[src/hw/rtl/orps_queue.sv]
// two-entry queue between the front and back parts
// no dependencies

module orps_queue #(
    parameter int W = 8
)
(
    input  logic         clk,
    input  logic         rst_n,
    input  logic         push,
    input  logic [W-1:0] din,
    output logic         full,
    input  logic         pop,
    output logic         valid,
    output logic [W-1:0] dout
);

    logic [W-1:0] mem_reg [0:1];
    logic         wr_reg;
    logic         rd_reg;
    logic [1:0]   cnt_reg;

    assign full  = (cnt_reg == 2'd2);
    assign valid = (cnt_reg != 2'd0);
    assign dout  = mem_reg[rd_reg];

    // pointers and fill count
    always_ff @(posedge clk or negedge rst_n)
    begin
        if (!rst_n)
        begin
            wr_reg  <= 1'b0;
            rd_reg  <= 1'b0;
            cnt_reg <= 2'd0;
        end
        else
        begin
            if (push)
                wr_reg <= !wr_reg;
            if (pop)
                rd_reg <= !rd_reg;
            cnt_reg <= cnt_reg + 2'(push) - 2'(pop);
        end
    end

    // storage
    always_ff @(posedge clk)
    begin
        if (push)
            mem_reg[wr_reg] <= din;
    end

endmodule

[config.mk]
export PLATFORM = sky130hd
export DESIGN_NAME = orps_queue
export DESIGN_NICKNAME = d
export VERILOG_FILES = /design/src/hw/rtl/orps_queue.sv
export SDC_FILE = /design/constraint.sdc
export NUM_CORES = 1
export LEC_CHECK = 0
export BUFFER_PORTS_ARGS = -buffer_cell sky130_fd_sc_hd__buf_4
export CORE_MARGIN = 2
export CORE_UTILIZATION = 49
export CTS_CLUSTER_SIZE = 25
export DETAILED_ROUTE_END_ITERATION = 10
export GPL_ROUTABILITY_DRIVEN = 0
export GPL_TIMING_DRIVEN = 0
export PLACE_DENSITY = 0.75
export SLEW_MARGIN = 25
export SYNTH_ARGS = -nofsm -noshare
export SYNTH_HDL_FRONTEND = slang
export SYNTH_SLANG_ARGS = --single-unit
export TNS_END_PERCENT = 5
[constraint.sdc]
create_clock -name clk -period 1.5 [get_ports clk]
set_input_delay 0.075 -clock clk [delete_from_list [all_inputs] [get_ports clk]]
set_output_delay 0.075 -clock clk [all_outputs]
set_load 0.03 [all_outputs]
# ---- Word-level counts from Yosys, hierarchy flattened
# Memories as Yosys holds them, arrays and structs flattened.
# Index checks and enable logic that the tools add are counted.
dict set report op_classes {
  add_sub_neg 2
  n_eq_ne 1
  n_mux 2
  reduce_logical 3
}
# cell count
set op_table {}
lappend op_table {{adder 2 x 1 -> 2 bit} 1}
lappend op_table {{equality test 2 bit (second input constant)} 1}
lappend op_table {{logical NOT 1 bit} 2}
lappend op_table {{two-way mux 1 bit} 2}
lappend op_table {{nonzero test 2 bit} 1}
lappend op_table {{subtractor 2 x 1 -> 2 bit} 1}
dict set report word_totals {
  regBits 4
  mem_bits_rw 16
  input_bits 12
  mem_count 1
}
# memory depth width rd rd_clocked_by_memory_dff wr line_no
set memory_table {}
lappend memory_table {mem_reg 2 8 1 0 1 18} ;# logic [W-1:0] mem_reg [0:1];

# ---- Depth between registers and ports, before layout
dict set report logic_depth {
  depth_word 2
  mapped_depth 5
}

# ---- Worst setup path after synthesis
# Ideal clock, no wire load.
dict set report synth_timing {
  kind {register to register}
  start {register cnt_reg[0]}
  end {register cnt_reg[1]}
  setup_time_ns 0.135
  arrival_ns 1.170
  setup_slack_ns 0.195
  stages_incl_launch_ff 6
  n_path_buf 0
  path_cell_list {dfrtp_1 -> inv_1 -> ha_1 -> inv_1 -> ha_1 -> xor3_1}
}
dict set report synth_between {
  elab_chain_cells 2
}
# item line_no
set synth_rtl {}
lappend synth_rtl {{from (decl)} 21} ;# logic [1:0] cnt_reg;
lappend synth_rtl {{from (signal assigned)} 42} ;# cnt_reg <= cnt_reg + 2'(push) - 2'(pop);
lappend synth_rtl {{adder 2 x 1 -> 2 bit} 42}
lappend synth_rtl {{subtractor 2 x 1 -> 2 bit} 42}
# Every way passes these cells.
# A chain may end at the register's enable or synchronous reset.

# ---- Worst setup path after layout
dict set report layout_timing {
  start {register rd_reg}
  end {output port dout[5]}
}
dict set report layout_between {
  elab_chain_cells 1
}
# item line_no
set layout_rtl {}
lappend layout_rtl {{from (decl)} 20} ;# logic rd_reg;
lappend layout_rtl {{from (signal assigned)} 41} ;# rd_reg <= !rd_reg;
lappend layout_rtl {{memory read (2 x 8 bit)} -}
lappend layout_rtl {{to (decl)} 15} ;# output logic [W-1:0] dout
# Every way passes these cells.

==> metrics <==
run status completed; floorplan die width about 45 um; number of flip-flops in the largest register 16; standard-cell row count 14; number of cells in the design after placement 77; part of the cycle the worst path needs 0.9476; die height about 45 um; post-CTS repair timing setup buffer count 0; highest clock frequency the design can meet around 0.70 GHz; Global Route met1 Usage 0.1662; number of warnings reported in the yosys synthesis log 0; gr ovfl total 0; via count of the first global-routing pass about 460; number of antenna violations at the first check in global routing 0; post-route clock skew 0.0008359 ns; worst path buffer plus inverter count 2; total power density per cell area 1901 nW/um^2; Top-Level Pins 22; slowest library cell on the worst path dfrtp_1; Post-Syn Instances 40; number of storage elements in the synthesis netlist 20; maximum buffer depth of the clock tree 2; Initial Utilization 0.5320; type of the worst min-delay path in -> async; CP delay by family, top flip-flops; WL per Instance ~14 um; first-pass GRT wire length 2104 um; CP Capture Type primary output; number of sinks driven by the clock tree 20; tightest slew margin relative to the limit 0.5068; TritonCTS clock tree built; final cell count without fillers about 90; critical path cell sequence buf_6, mux2_4, buf_4; area growth from synthesis to final layout 41.97%; CTS H-Tree Depth 1; critical path startpoint category flop; WL final 1295 um; remaining routing DRC violations 0; area of the die 1996 um^2; largest net degree at the start of global routing 13; number of buffers created by CTS 3; most congested layer reported by global routing met2; share of final-layout standard cells stronger than drive strength 1 0.4605; Antenna diodes 0; Finish-stage setup viols 0; hold violation total from the final report 0; Crit path required time 1.42 ns; Max Fanout on Critical Path 9; cell area after technology mapping around 800 um^2; unrepaired setup endpoints after global routing false; met2 usage 0.2841; arrival time at the worst endpoint ~1.4 ns; input/output buffers 21; worst vdd rail ir drop approximately 1.3 mV; Tmin final between 1 and 1.5 ns; number of gates given a new drive strength after cts 0; standard cell core area 1524 um^2; final total negative setup slack 0 ns; clock-pin transition on the worst setup and hold timing paths 0.11 ns; top library cells by usage in the layout, fill and taps aside 21 x buf_4, 16 x edfxtp_1, 11 x dlygate4sd3_1, 8 x mux2_4, 4 x dfrtp_1; total routing usage reported by global routing 0.1590; detailed-route vias per instance 4.696; Static Leakage 0.5027 nW; First-pass DRT Iterations 3; syn nets 54; clk root buf clkbuf_4; number of distinct standard cells referenced by the synthesized netlist 11; maximum capacitance violations 0; number of nets in the layout between 90 and 100; part of the Yosys area used for sequential elements 0.7160; syn_area_per_cell just over 20 um^2; Least-Margin Pin Slew approximately 0.74 ns; Post-DRT Antenna Nets 0; initial DRC count 8; highest cell delay on the worst timing path 0.39 ns; overall via count from detail_route around 430; most common library cell in the layout ignoring fill and taps buf_4; crit path kind reg -> out; Core Util, Final 0.7553; clock insertion delay at the later pin of the skew report just over 0.3 ns; fin. max-slew vios 0; GR Util met3 0.04082
==> stage by stage <==
| step | worst slack (ns) | area, um^2 | power, W | hold slack [ns] |
|---|---|---|---|---|
| 2_1_floorplan | 0.1946 | 810.8 | 0.001477 | -0.2206 |
| 3_3_place_gp | 0.1526 | 988.4 | 0.001717 | -0.1264 |
| 3_5_place_dp | 0.1246 | 988.4 | 0.001735 | -0.1250 |
| 4_1_cts | 0.07187 | 1151 | 0.002189 | 0.08644 |
| 5_1_grt | 0.02210 | 1151 | 0.002289 | 0.08979 |
| 6_report | 0.07859 | 1151 | 0.002188 | 0.1054 |
==> cells by family (layout without fill, tap and decap cells) <==
kind of cell             Yosys count  after routing  share of synthesized area
AND/OR/NAND/NOR                    4              4                    0.03087
buffers and inverters              3             39                    0.02315
XOR/XNOR                           3              3                    0.05093
flip-flops                        20             20                     0.7161
adder cells (fa/ha/maj)            2              2                    0.03086
multiplexers                       8              8                     0.1482
==> synthesized netlist by cell type (all sizes together) <==
cell	n	area [um^2]
and2	1	6.260
buf	1	11.26
dfrtp	4	100.1
edfxtp	16	480.5
ha	2	25.02
inv	2	7.510
mux2	8	120.1
nor2b	2	12.51
or2	1	6.260
xor2	2	17.52
xor3	1	23.77
==> power by group <==
part / switching [W] / leakage (nW) / internal [W]
clock: 0.000169 / 0.0279 / 0.000270
combinational: 0.000472 / 0.278 / 0.000456
sequential: 0.0000645 / 0.197 / 0.000756
total: 0.000706 / 0.503 / 0.00148
==> worst reg2reg max path, stage by stage, from the launching register on <==
cell and delay, ns:
dfrtp_1 0.40, inv_1 0.06, ha_1 0.27, inv_1 0.05
ha_1 0.14, xor3_1 0.39
==> area by class of cell <==
| cell class | count | area [um^2] |
|---|---|---|
| fillers | 92 | 372.9 |
| clock inverters | 1 | 30.03 |
| well taps | 16 | 20.02 |
| plain buffers | 1 | 11.26 |
| multi-input cells | 17 | 211.5 |
| flip-flops and latches | 20 | 580.6 |
| repair buffers | 32 | 267.8 |
| inverters | 2 | 7.507 |
| clock buffers | 3 | 22.52 |
==> layer usage <==
layer	wire, um	up-vias
li1	-	216
met1	502	197
met2	694	14
met3	60	5
met4	38	0
met5	0	-
==> repair_timing <==
action                                 4_1_cts  5_1_grt
setup endpoints to repair                    0        0
endpoints found under the hold margin       22        0
hold buffers                                11        0
==> worst paths after layout <==
kind                                       from                       to  slack (ns)  depth (start not counted)
max reg2reg                cnt_reg[0]$_DFF_PN0_     cnt_reg[1]$_DFF_PN0_        0.09                          5
max                          rd_reg$_DFFE_PN0P_                  dout[5]        0.08                          3
min reg2reg                  wr_reg$_DFFE_PN0P_       wr_reg$_DFFE_PN0P_        0.50                          1
min in group clk                         din[3]  mem_reg[1][3]$_DFFE_PP_        0.48                          2
max in group asynchronous                 rst_n     cnt_reg[1]$_DFF_PN0_        1.30                          2
min                                       rst_n       rd_reg$_DFFE_PN0P_        0.11                          2
(Power assumes the default switching activity.)
